<file path="src/design/ahse_pkg.sv">
// shared types and constants for the audio header size estimator
// no dependencies; every other design file refers to it by scoped names
`timescale 1ns / 1ps
`default_nettype none

package ahse_pkg;

    localparam int HEAD_BYTES_DEF = 4096;

    // chunk and file ids, big-endian as they appear in the byte stream
    localparam logic [31:0] ID_RIFF = 32'h52494646;
    localparam logic [31:0] ID_WAVE = 32'h57415645;
    localparam logic [31:0] ID_FMT  = 32'h666D7420;
    localparam logic [31:0] ID_DATA = 32'h64617461;
    localparam logic [31:0] ID_FLAC = 32'h664C6143;
    localparam logic [31:0] ID_FORM = 32'h464F524D;
    localparam logic [31:0] ID_COMM = 32'h434F4D4D;

    localparam logic [7:0] FLAC_CHAN_MASK  = 8'h07;
    localparam logic [7:0] FLAC_TOTAL_MASK = 8'h0F;

    localparam int DIV_STEPS = 32;
    localparam int DIV_CNT_W = $clog2(DIV_STEPS + 1);

    localparam logic [40:0] OUT_MAX = '1;

    typedef struct packed {
        logic [7:0]  head_byte;
        logic        last_byte;
        logic [39:0] file_length;
    } t_in_beat;

    typedef struct packed {
        logic [40:0] decoded_bytes;
        logic [1:0]  format_kind;
    } t_out_beat;

    typedef enum logic [1:0] {
        KIND_WAV      = 2'd0,
        KIND_FLAC     = 2'd1,
        KIND_AIFF     = 2'd2,
        KIND_FALLBACK = 2'd3
    } t_kind;

    typedef enum logic [1:0] {
        TAG_NONE = 2'd0,
        TAG_RIFF = 2'd1,
        TAG_FLAC = 2'd2,
        TAG_FORM = 2'd3
    } t_tag;

    typedef enum logic [2:0] {
        ST_HEAD,
        ST_DIV,
        ST_MUL,
        ST_FIN,
        ST_OUT
    } t_state;

    typedef struct packed {
        logic take;
        logic div_start;
        logic mul_en;
        logic load_out;
    } t_cmd;

    typedef struct packed {
        t_kind fin_kind;
        logic  div_last;
    } t_status;

endpackage

`default_nettype wire

</file>
<file path="src/design/ahse_div.sv">
// iterative restoring divider, one quotient bit per clock
// depends on ahse_pkg for the step count
`timescale 1ns / 1ps
`default_nettype none

module ahse_div (
    input  wire logic        i_clk,
    input  wire logic        i_rst_n,
    input  wire logic        i_start,
    input  wire logic [31:0] i_dividend,
    input  wire logic [12:0] i_divisor,
    output logic             o_last,
    output logic [31:0]      o_quotient
);

    logic                           r_busy;
    logic [ahse_pkg::DIV_CNT_W-1:0] r_cnt;
    logic [12:0]                    r_rem;
    logic [31:0]                    r_quo;
    logic [12:0]                    r_dvs;

    logic [13:0] rem_sh;
    logic [13:0] diff;
    logic        ge;

    assign rem_sh = {r_rem, r_quo[31]};
    assign ge     = rem_sh >= {1'b0, r_dvs};
    assign diff   = rem_sh - {1'b0, r_dvs};

    always_ff @(posedge i_clk) begin
        if (!i_rst_n) begin
            r_busy <= 1'b0;
            r_cnt  <= '0;
        end else if (i_start) begin
            r_busy <= 1'b1;
            r_cnt  <= ahse_pkg::DIV_CNT_W'(ahse_pkg::DIV_STEPS);
        end else if (r_busy) begin
            r_cnt <= r_cnt - 1'b1;
            if (r_cnt == ahse_pkg::DIV_CNT_W'(1)) begin
                r_busy <= 1'b0;
            end
        end
    end

    always_ff @(posedge i_clk) begin
        if (i_start) begin
            r_rem <= '0;
            r_quo <= i_dividend;
            r_dvs <= i_divisor;
        end else if (r_busy) begin
            r_rem <= ge ? diff[12:0] : rem_sh[12:0];
            r_quo <= {r_quo[30:0], ge};
        end
    end

    assign o_last     = r_busy && (r_cnt == ahse_pkg::DIV_CNT_W'(1));
    assign o_quotient = r_quo;

endmodule

`default_nettype wire

</file>
<file path="src/design/ahse_datapath.sv">
// header parse registers, chunk walk, fmt slots, multiplier and result register
// depends on ahse_pkg and ahse_div
`timescale 1ns / 1ps
`default_nettype none

module ahse_datapath #(
    parameter int HEAD_BYTES = ahse_pkg::HEAD_BYTES_DEF
) (
    input  wire logic                i_clk,
    input  wire logic                i_rst_n,
    input  wire ahse_pkg::t_in_beat  i_in,
    input  wire ahse_pkg::t_cmd      i_cmd,
    output ahse_pkg::t_status        o_status,
    output ahse_pkg::t_out_beat      o_out
);

    localparam int CNT_W  = $clog2(HEAD_BYTES + 1);
    localparam int POS_W  = 34;
    localparam int SLOTS  = 4;
    localparam int SLOT_W = $clog2(SLOTS);

    localparam logic [1:0] CLS_OTHER = 2'd0;
    localparam logic [1:0] CLS_HIT   = 2'd1;
    localparam logic [1:0] CLS_DATA  = 2'd2;

    localparam logic [1:0] COMM_IDLE = 2'd0;
    localparam logic [1:0] COMM_WAIT = 2'd1;
    localparam logic [1:0] COMM_DONE = 2'd2;

    function automatic logic [31:0] swap32(input logic [31:0] v);
        return {v[7:0], v[15:8], v[23:16], v[31:24]};
    endfunction

    // parse state
    logic [CNT_W-1:0]   r_byte_count, n_byte_count;
    ahse_pkg::t_tag     r_tag, n_tag;
    logic [31:0]        r_recent, n_recent;
    logic [POS_W-1:0]   r_next_pos, n_next_pos;
    logic [15:0]        r_chan, n_chan;
    logic [15:0]        r_sbits, n_sbits;
    logic [31:0]        r_data_len, n_data_len;
    logic [35:0]        r_frames, n_frames;
    logic               r_walk_done, n_walk_done;
    logic [1:0]         r_class, n_class;
    logic [POS_W-1:0]   r_slot_base [SLOTS];
    logic [POS_W-1:0]   n_slot_base [SLOTS];
    logic               r_slot_live [SLOTS];
    logic               n_slot_live [SLOTS];
    logic [15:0]        r_slot_chan [SLOTS];
    logic [15:0]        n_slot_chan [SLOTS];
    logic [SLOT_W-1:0]  r_slot_next, n_slot_next;
    logic [POS_W-1:0]   r_comm_base, n_comm_base;
    logic [1:0]         r_comm_stage, n_comm_stage;

    // result side
    ahse_pkg::t_kind    r_kind;
    logic [35:0]        r_mul_a;
    logic [15:0]        r_mul_b;
    logic [51:0]        r_prod;
    logic [40:0]        r_flen2;
    ahse_pkg::t_out_beat r_out;

    logic [POS_W:0]     pos_i;
    logic [POS_W:0]     pos_p3;
    logic [POS_W:0]     pos_p7;
    logic [31:0]        recent_in;
    logic [31:0]        chunk_size;
    logic [POS_W-1:0]   pos_skip;
    logic [15:0]        le2;
    logic               in_range;
    logic               fin;
    ahse_pkg::t_kind    fin_kind;
    logic [31:0]        quotient;
    logic               div_last;
    logic [53:0]        prod4;
    logic [40:0]        result;

    assign in_range   = r_byte_count < CNT_W'(HEAD_BYTES);
    assign fin        = i_cmd.take && i_in.last_byte;
    assign pos_i      = (POS_W + 1)'(r_byte_count);
    assign pos_p3     = {1'b0, r_next_pos} + (POS_W + 1)'(3);
    assign pos_p7     = {1'b0, r_next_pos} + (POS_W + 1)'(7);
    // last four bytes including the one on the input
    assign recent_in  = {r_recent[23:0], i_in.head_byte};
    assign le2        = {recent_in[7:0], recent_in[15:8]};
    // the tag is settled by the time the walk starts at byte 12
    assign chunk_size = (r_tag == ahse_pkg::TAG_RIFF) ? swap32(recent_in) : recent_in;
    assign pos_skip   = r_next_pos + POS_W'(chunk_size) + POS_W'(8) + POS_W'(chunk_size[0]);

    // absorb one head byte
    always_comb begin
        n_byte_count = r_byte_count;
        n_tag        = r_tag;
        n_recent     = r_recent;
        n_next_pos   = r_next_pos;
        n_chan       = r_chan;
        n_sbits      = r_sbits;
        n_data_len   = r_data_len;
        n_frames     = r_frames;
        n_walk_done  = r_walk_done;
        n_class      = r_class;
        n_slot_next  = r_slot_next;
        n_comm_base  = r_comm_base;
        n_comm_stage = r_comm_stage;
        for (int k = 0; k < SLOTS; k++) begin
            n_slot_base[k] = r_slot_base[k];
            n_slot_live[k] = r_slot_live[k];
            n_slot_chan[k] = r_slot_chan[k];
        end

        if (i_cmd.take && in_range) begin
            n_byte_count = r_byte_count + 1'b1;
            n_recent     = recent_in;

            if (r_byte_count == CNT_W'(3)) begin
                case (n_recent)
                    ahse_pkg::ID_RIFF: n_tag = ahse_pkg::TAG_RIFF;
                    ahse_pkg::ID_FLAC: n_tag = ahse_pkg::TAG_FLAC;
                    ahse_pkg::ID_FORM: n_tag = ahse_pkg::TAG_FORM;
                    default:           n_tag = ahse_pkg::TAG_NONE;
                endcase
            end
            if (r_byte_count == CNT_W'(11) && n_tag == ahse_pkg::TAG_RIFF
                    && n_recent != ahse_pkg::ID_WAVE) begin
                n_tag = ahse_pkg::TAG_NONE;
            end

            // streaminfo fields, offset past the block header
            if (n_tag == ahse_pkg::TAG_FLAC) begin
                if (r_byte_count == CNT_W'(20)) begin
                    n_chan = 16'((i_in.head_byte >> 1) & ahse_pkg::FLAC_CHAN_MASK) + 16'd1;
                end else if (r_byte_count == CNT_W'(21)) begin
                    n_frames = 36'(i_in.head_byte & ahse_pkg::FLAC_TOTAL_MASK);
                end else if (r_byte_count >= CNT_W'(22) && r_byte_count <= CNT_W'(25)) begin
                    n_frames = {r_frames[27:0], i_in.head_byte};
                end
            end

            // chunk walk
            if ((n_tag == ahse_pkg::TAG_RIFF || n_tag == ahse_pkg::TAG_FORM)
                    && r_byte_count >= CNT_W'(12) && !r_walk_done) begin
                if (pos_i == pos_p3) begin
                    if (n_tag == ahse_pkg::TAG_RIFF) begin
                        if (n_recent == ahse_pkg::ID_FMT) begin
                            n_class = CLS_HIT;
                        end else if (n_recent == ahse_pkg::ID_DATA) begin
                            n_class = CLS_DATA;
                        end else begin
                            n_class = CLS_OTHER;
                        end
                    end else begin
                        n_class = (n_recent == ahse_pkg::ID_COMM) ? CLS_HIT : CLS_OTHER;
                    end
                end else if (pos_i == pos_p7) begin
                    if (n_tag == ahse_pkg::TAG_RIFF && r_class == CLS_DATA) begin
                        n_data_len  = chunk_size;
                        n_walk_done = 1'b1;
                    end else if (n_tag == ahse_pkg::TAG_FORM && r_class == CLS_HIT) begin
                        n_comm_base  = r_next_pos;
                        n_comm_stage = COMM_WAIT;
                        n_walk_done  = 1'b1;
                    end else begin
                        if (n_tag == ahse_pkg::TAG_RIFF && r_class == CLS_HIT) begin
                            n_slot_base[r_slot_next] = r_next_pos;
                            n_slot_live[r_slot_next] = 1'b1;
                            n_slot_chan[r_slot_next] = '0;
                            n_slot_next              = r_slot_next + 1'b1;
                        end
                        n_next_pos = pos_skip;
                    end
                end
            end

            // fmt capture: channels at offset 10, bits per sample at offset 22
            if (n_tag == ahse_pkg::TAG_RIFF) begin
                for (int k = 0; k < SLOTS; k++) begin
                    if (n_slot_live[k]) begin
                        if (pos_i == {1'b0, n_slot_base[k]} + (POS_W + 1)'(11)) begin
                            n_slot_chan[k] = le2;
                        end
                        if (pos_i == {1'b0, n_slot_base[k]} + (POS_W + 1)'(23)) begin
                            n_chan         = n_slot_chan[k];
                            n_sbits        = le2;
                            n_slot_live[k] = 1'b0;
                        end
                    end
                end
            end

            // comm capture, big-endian
            if (n_tag == ahse_pkg::TAG_FORM && n_comm_stage == COMM_WAIT) begin
                if (pos_i == {1'b0, r_comm_base} + (POS_W + 1)'(9)) begin
                    n_chan = n_recent[15:0];
                end
                if (pos_i == {1'b0, r_comm_base} + (POS_W + 1)'(13)) begin
                    n_frames     = 36'(n_recent);
                    n_comm_stage = COMM_DONE;
                end
            end
        end
    end

    // estimate kind for a head that ends with this byte
    always_comb begin
        fin_kind = ahse_pkg::KIND_FALLBACK;
        if (n_tag == ahse_pkg::TAG_RIFF && n_byte_count >= CNT_W'(12)) begin
            if (n_chan != '0 && n_sbits >= 16'd8 && n_data_len != '0) begin
                fin_kind = ahse_pkg::KIND_WAV;
            end
        end else if (n_tag == ahse_pkg::TAG_FLAC && n_byte_count >= CNT_W'(42)) begin
            if (n_frames != '0) begin
                fin_kind = ahse_pkg::KIND_FLAC;
            end
        end else if (n_tag == ahse_pkg::TAG_FORM && n_byte_count >= CNT_W'(12)) begin
            if (n_comm_stage == COMM_DONE && n_chan != '0 && n_frames != '0) begin
                fin_kind = ahse_pkg::KIND_AIFF;
            end
        end
    end

    always_ff @(posedge i_clk) begin
        if (!i_rst_n || fin) begin
            r_byte_count <= '0;
            r_tag        <= ahse_pkg::TAG_NONE;
            r_recent     <= '0;
            r_next_pos   <= POS_W'(12);
            r_chan       <= '0;
            r_sbits      <= '0;
            r_data_len   <= '0;
            r_frames     <= '0;
            r_walk_done  <= 1'b0;
            r_class      <= CLS_OTHER;
            r_slot_next  <= '0;
            r_comm_base  <= '0;
            r_comm_stage <= COMM_IDLE;
            for (int k = 0; k < SLOTS; k++) begin
                r_slot_live[k] <= 1'b0;
            end
        end else begin
            r_byte_count <= n_byte_count;
            r_tag        <= n_tag;
            r_recent     <= n_recent;
            r_next_pos   <= n_next_pos;
            r_chan       <= n_chan;
            r_sbits      <= n_sbits;
            r_data_len   <= n_data_len;
            r_frames     <= n_frames;
            r_walk_done  <= n_walk_done;
            r_class      <= n_class;
            r_slot_next  <= n_slot_next;
            r_comm_base  <= n_comm_base;
            r_comm_stage <= n_comm_stage;
            for (int k = 0; k < SLOTS; k++) begin
                r_slot_live[k] <= n_slot_live[k];
            end
        end
    end

    // slot base and channel are only read while the slot is live
    always_ff @(posedge i_clk) begin
        for (int k = 0; k < SLOTS; k++) begin
            r_slot_base[k] <= n_slot_base[k];
            r_slot_chan[k] <= n_slot_chan[k];
        end
    end

    // operands held for the result phase
    always_ff @(posedge i_clk) begin
        if (fin) begin
            r_kind  <= fin_kind;
            r_mul_a <= n_frames;
            r_mul_b <= n_chan;
            r_flen2 <= {i_in.file_length, 1'b0};
        end
        if (i_cmd.mul_en) begin
            r_prod <= r_mul_a * r_mul_b;
        end
        if (i_cmd.load_out) begin
            r_out.decoded_bytes <= result;
            r_out.format_kind   <= r_kind;
        end
    end

    ahse_div u_div (
        .i_clk      (i_clk),
        .i_rst_n    (i_rst_n),
        .i_start    (i_cmd.div_start),
        .i_dividend (n_data_len),
        .i_divisor  (n_sbits[15:3]),
        .o_last     (div_last),
        .o_quotient (quotient)
    );

    assign prod4 = {r_prod, 2'b00};

    always_comb begin
        case (r_kind)
            ahse_pkg::KIND_WAV: begin
                result = {7'd0, quotient, 2'b00};
            end
            ahse_pkg::KIND_FLAC, ahse_pkg::KIND_AIFF: begin
                result = (|prod4[53:41]) ? ahse_pkg::OUT_MAX : prod4[40:0];
            end
            default: begin
                result = r_flen2;
            end
        endcase
    end

    assign o_status.fin_kind = fin_kind;
    assign o_status.div_last = div_last;
    assign o_out             = r_out;

endmodule

`default_nettype wire

</file>
<file path="src/design/ahse_ctrl.sv">
// sequencing state machine: byte intake, divide or multiply, result beat
// depends on ahse_pkg
`timescale 1ns / 1ps
`default_nettype none

module ahse_ctrl (
    input  wire logic              i_clk,
    input  wire logic              i_rst_n,
    input  wire logic              i_in_valid,
    input  wire logic              i_last_byte,
    input  wire logic              i_out_ready,
    input  wire ahse_pkg::t_status i_status,
    output logic                   o_in_ready,
    output logic                   o_out_valid,
    output ahse_pkg::t_cmd         o_cmd
);

    ahse_pkg::t_state r_state, n_state;

    always_ff @(posedge i_clk) begin
        if (!i_rst_n) begin
            r_state <= ahse_pkg::ST_HEAD;
        end else begin
            r_state <= n_state;
        end
    end

    always_comb begin
        n_state     = r_state;
        o_in_ready  = 1'b0;
        o_out_valid = 1'b0;
        o_cmd       = '0;

        case (r_state)
            ahse_pkg::ST_HEAD: begin
                o_in_ready = 1'b1;
            end
            ahse_pkg::ST_DIV: begin
                if (i_status.div_last) begin
                    n_state = ahse_pkg::ST_FIN;
                end
            end
            ahse_pkg::ST_MUL: begin
                o_cmd.mul_en = 1'b1;
                n_state      = ahse_pkg::ST_FIN;
            end
            ahse_pkg::ST_FIN: begin
                o_cmd.load_out = 1'b1;
                n_state        = ahse_pkg::ST_OUT;
            end
            ahse_pkg::ST_OUT: begin
                o_out_valid = 1'b1;
                o_in_ready  = i_out_ready;
                if (i_out_ready) begin
                    n_state = ahse_pkg::ST_HEAD;
                end
            end
            default: begin
                n_state = ahse_pkg::ST_HEAD;
            end
        endcase

        o_cmd.take = i_in_valid && o_in_ready;
        if (o_cmd.take && i_last_byte) begin
            case (i_status.fin_kind)
                ahse_pkg::KIND_WAV: begin
                    o_cmd.div_start = 1'b1;
                    n_state         = ahse_pkg::ST_DIV;
                end
                ahse_pkg::KIND_FLAC, ahse_pkg::KIND_AIFF: begin
                    n_state = ahse_pkg::ST_MUL;
                end
                default: begin
                    n_state = ahse_pkg::ST_FIN;
                end
            endcase
        end
    end

endmodule

`default_nettype wire

</file>
<file path="src/design/audio_header_size_estimate.sv">
// after the last byte of a head is taken, the controller goes through ST_FIN for the fallback,
// ST_MUL and ST_FIN for flac and aiff (one multiply), or ST_DIV (32-step divider) and ST_FIN
// for wav, and o_out_valid rises in ST_OUT, where the result beat waits for its handshake
// throughput: one byte per cycle during the head, one head at a time through the result phase
// reset: synchronous active-low i_rst_n clears the parser, the controller and o_out_valid
// the parse state also clears itself when the last byte of a head is taken
`timescale 1ns / 1ps
`default_nettype none

module audio_header_size_estimate #(
    parameter int HEAD_BYTES = ahse_pkg::HEAD_BYTES_DEF
) (
    input  wire logic                i_clk,
    input  wire logic                i_rst_n,
    // head byte channel
    input  wire logic                i_in_valid,
    output logic                     o_in_ready,
    input  wire ahse_pkg::t_in_beat  i_in_data,
    // estimate channel
    output logic                     o_out_valid,
    input  wire logic                i_out_ready,
    output ahse_pkg::t_out_beat      o_out_data
);

    // command and status between the controller and the datapath
    ahse_pkg::t_cmd    cmd;
    ahse_pkg::t_status status;

    // controller: takes bytes while in the head phase, then sequences the
    // divider (wav), the multiplier (flac, aiff) or neither (fallback),
    // loads the output register and holds the result beat until taken.
    // a new head may start in the same cycle that the result beat leaves
    ahse_ctrl u_ctrl (
        .i_clk       (i_clk),
        .i_rst_n     (i_rst_n),
        .i_in_valid  (i_in_valid),
        .i_last_byte (i_in_data.last_byte),
        .i_out_ready (i_out_ready),
        .i_status    (status),
        .o_in_ready  (o_in_ready),
        .o_out_valid (o_out_valid),
        .o_cmd       (cmd)
    );

    // datapath: byte counter compares drive the chunk walk; fmt fields go
    // through four capture slots so overlapping fmt chunks are tracked.
    // on the last byte the estimate kind is decided from the updated
    // state, the operands are held and the parse state returns to reset
    ahse_datapath #(
        .HEAD_BYTES (HEAD_BYTES)
    ) u_dp (
        .i_clk    (i_clk),
        .i_rst_n  (i_rst_n),
        .i_in     (i_in_data),
        .i_cmd    (cmd),
        .o_status (status),
        .o_out    (o_out_data)
    );

endmodule

`default_nettype wire

</file>
<file path="config.mk">
export PLATFORM = sky130hd
export DESIGN_NAME = audio_header_size_estimate
export DESIGN_NICKNAME = d
export VERILOG_FILES = /design/src/design/ahse_pkg.sv /design/src/design/ahse_div.sv /design/src/design/ahse_datapath.sv /design/src/design/ahse_ctrl.sv /design/src/design/audio_header_size_estimate.sv
export SDC_FILE = /design/constraint.sdc
export NUM_CORES = 2
export LEC_CHECK = 0
export ABC_AREA = 1
export BUFFER_PORTS_ARGS = -buffer_cell sky130_fd_sc_hd__buf_2
export CAP_MARGIN = 20
export CORE_MARGIN = 4
export CORE_UTILIZATION = 50
export CTS_CLUSTER_SIZE = 14
export DETAILED_ROUTE_END_ITERATION = 16
export GPL_TIMING_DRIVEN = 1
export PLACE_DENSITY = 0.68
export SLEW_MARGIN = 20
export SYNTH_ARGS = -nofsm -noshare
export SYNTH_HDL_FRONTEND = slang
export SYNTH_SLANG_ARGS = --single-unit
</file>
<file path="constraint.sdc">
create_clock -name i_clk -period 10 [get_ports i_clk]
set_clock_uncertainty 0.15 [all_clocks]
set_input_delay 0 -clock i_clk [delete_from_list [all_inputs] [get_ports i_clk]]
set_output_delay 0 -clock i_clk [all_outputs]
set_load 0.02 [all_outputs]
</file>
==> summary.md <==
| Metric | Value |
|---|---|
| Most instantiated cells after synthesis | nand2_1 (3040), inv_1 (1365), nor2_1 (922), nand3_1 (620), fa_1 (477) |
| Placed insts | ~11000 |
| Syn avg cell area | 6.98 sq um |
| Core area | 0.131 sq mm |
| Fin cells | about 11000 |
| GR Overflow Total | 0 |
| Met2 WL | 106 mm |
| DR WL/cell | 21.1 um |
| Clock sink count | 670 |
| Achievable frequency | 0.109 GHz |
| Register area share after synthesis | 26.9% |
| Via density | 5.64 |
| # DRC | 0 |
| PortBufs | slightly below 100 |
| Net count after synthesis | 10200 |
| Pin count of the biggest net entering global routing | 95 |
| Proportion of layout cells with a drive suffix above 1 | about 7.6% |
| Post-synth top area share | ~20% |
| Critical path buffer and inverter count | 4 |
| Max cap viols | 0 |
| Outcome | completed |
| Num CTS Buffers | 83 |
| Area Overhead vs Synth | 9.93% |
| Yosys cell types | 72 |
| Clock Latency Late Sink | 0.74 ns |
| Dpl hpwl | 186 mm |
| Row cnt | 133 |
| Worst hold-check path type | in -> reg |
| Initial antenna violation count | 5 |
| Internal | 0.00835 W |
| Switching Power | 0.00697 W |
| R2R Setup Slk | 0.79 ns |
| Die area | 0.138 sq mm |
| Syn. warnings | 0 |
| Slew Limit Fails | 0 |
| Endpoints failing setup | 0 |
| Vias in the first global route | 61900 |
| Min-Delay Startpoint | i_rst_n |
| Logic pwr share | 55.3% |
| Most used cell, CP | o21ai_0 |
| Worst reg-to-reg path cell count | 30 |
| DRT Pass-1 Iters | 6 |
| Actual slew at the worst max-slew pin | 1.12 ns |
| Worst hold stages | 4 |
| IO Count | 98 |
| Vert. Die Dim | 372 um |
| Top delay family on crit path | compound AO/OA/AOI/OAI gates |
| Crit path launch type | flip-flop |
| Post-Route WL | 241 mm |
| Die Width | approximately 370 um |
| Total negative slack | 0 ns |
| Critical Path End Type | flip-flop |
| FFs w/ async S/R, synth | 0% |
| Clk slew on worst S/H paths | 0.06 ns |
| Final nets | between 10000 and 15000 |
| Hold Fails Final Rpt | 0 |
| Post-Syn Area | about 0.066 sq mm |
| CP max stage delay | 0.57 ns |
| First-pass GRT wire length | 366 mm |
| GPL Wtd Cong | 1.04 |
| Crit path DAT | 9.48 ns |
| Yosys reg bits | 670 |
| Area contributors post-synth | edfxtp_1 (20%), nand2_1 (17%), fa_1 (14%), inv_1 (7.8%), dfxtp_1 (7.1%) |
| Crit path kind | reg -> reg |
| RSZ-0062 raised after global routing | false |
| Initial Utilization | 50.3% |
| Switching share of power | 45.5% |
| Peak supply drop | 419 uV |
| Worst R2R End | u_dp.r_prod[51]$_DFFE_PP_ |
| CTS tree | built |
| Lkg Pwr | 34.5 nW |
| DR top layer | met5 |
| Tot GR Track Use | 34.3% |
| Clock Path Buffers | 3 |
| Critical path's slowest cell | fa_1 |
| Period utilisation layout | 92.1% |
| Syn Inst Count | 9467 |
| Pwr Density | between 200 and 250 mW/mm^2 |
| Post-Route M1 WL | about 100 mm |
| Worst Hold Path EP | u_dp.u_div.r_cnt[5]$_SDFFE_PN0P_ |
| Crit-path max FO | 35 |
| Reg-to-Reg Start | u_dp.r_mul_b[9]$_DFFE_PP_ |
| Reg power frac | 24.6% |
| Slew HR | 24.8% |
| Met3 wire length | 20.9 mm |
| Worst Path Required | 10.26 ns |
| Number of synthesized flops with an enable pin | about 430 |
| Via count | 64400 |
| Cell with the most instances after synthesis | nand2_1 |
| Post-detailed-route count of antenna-violating nets | 0 |
| Tmin final | roughly 9 ns |
| Synth Flop Type | edfxtp_1 |
| Clock root buffer | clkbuf_16 |
| Synth area leader | edfxtp_1 |
| H-tree levels | 3 |
| Drt first-iter violations | ~7000 |
| Clk pwr share | between 20% and 30% |
## stage by stage
step	utilization, %	total power [W]	setup WS [ns]	hold WS (ns)	area [sq um]
2_1_floorplan	-	0.00957	1.74	-0.0511	66100
3_3_place_gp	52.2	0.0119	0.553	0.0291	68500
3_5_place_dp	52.2	0.0121	0.401	0.0282	68500
4_1_cts	55.0	0.0153	0.377	0.000341	72200
5_1_grt	55.3	0.0165	0.180	0.0435	72600
6_report	55.3	0.0153	0.789	0.0108	72600
## worst min-delay path, cell delays in order
cell,delay [ns]
dlygate4sd3_1,0.51
buf_2,0.12
inv_1,0.12
nor2_1,0.12
## sequential cells by signal, indices dropped and copies added, names as in the netlist, 33 cells and up
register,flops
u_dp.r_slot_chan,64
u_dp.o_out,43
u_dp.r_frames,36
u_dp.r_mul_a,36
u_dp.r_comm_base,33
u_dp.r_flen2,40
u_dp.r_next_pos,33
u_dp.r_slot_base,136
u_dp.r_prod,52
## worst max path at each step
stage	startpoint	end	slack, ns	cells after the start
after floorplan	u_ctrl.r_state[1]$_SDFFE_PN0P_	u_dp.r_byte_count[0]$_SDFF_PP0_	1.74	9
after global placement	u_dp.r_mul_b[5]$_DFFE_PP_	u_dp.r_prod[51]$_DFFE_PP_	0.55	31
after detailed placement	u_dp.r_mul_b[5]$_DFFE_PP_	u_dp.r_prod[51]$_DFFE_PP_	0.40	31
after CTS	u_dp.r_mul_b[5]$_DFFE_PP_	u_dp.r_prod[51]$_DFFE_PP_	0.38	31
after global routing	u_dp.r_mul_b[9]$_DFFE_PP_	u_dp.r_prod[51]$_DFFE_PP_	0.18	30
final	u_dp.r_mul_b[9]$_DFFE_PP_	u_dp.r_prod[51]$_DFFE_PP_	0.79	30
## cells by family after synthesis
group,after synthesis,share of synthesized area [%]
adders and majority gates,696,18.6
AOI/OAI and AO/OA,879,7.47
buffers and inverters,1805,10.6
xor gates and xnor gates,221,2.95
muxes,21,0.335
and+or+nand+nor,5175,33.2
DFF,670,26.9
## power by group through the flow
stage	Clock (W)	Combinational (W)	Sequential (W)
detailed placement	0	0.00828	0.00384
global placement	0	0.00812	0.00383
global route	0.00323	0.00946	0.00378
CTS	0.00311	0.00839	0.00378
finish	0.00308	0.00847	0.00377
floorplan	0	0.00582	0.00375
## placed cells by master (no fill, tap or decap), types with 205 or more instances in the layout
cell         n
a21oi_1    275
nand2_1   3040
dfxtp_1    236
ha_1       219
nand4_1    217
inv_1     1362
nor2_1     912
buf_4      205
o21ai_0    388
fa_1       477
edfxtp_1   434
nand3_1    620
## routing by layer
metal / up-vias / GRT usage (%)
met5: - / 0
met4: 6 / 19.3
met3: 688 / 5.99
met2: 3190 / 53.8
met1: 30400 / 45.0
li1: 30200 / -
## layout make-up
type / instances / area, sq um
Antenna cell: 2 / 5.00
Clock buffer: 111 / 2320
Clock inverter: 42 / 428
Timing Repair Buffer: 403 / 3100
Inverter: 1442 / 5420
Sequential cell: 670 / 17800
Multi-Input combinational cell: 6992 / 41400
Fill cell: 12700 / 58700
Tap cell: 1755 / 2200
## timing repair
action	4_1_cts	5_1_grt
hold endpoints to repair	164	0
resized for setup	0	1
hold buffers	95	0
buffers inserted	0	45
endpoints found under the setup margin	0	2
Note: power is estimated with default switching activity, not from simulation.
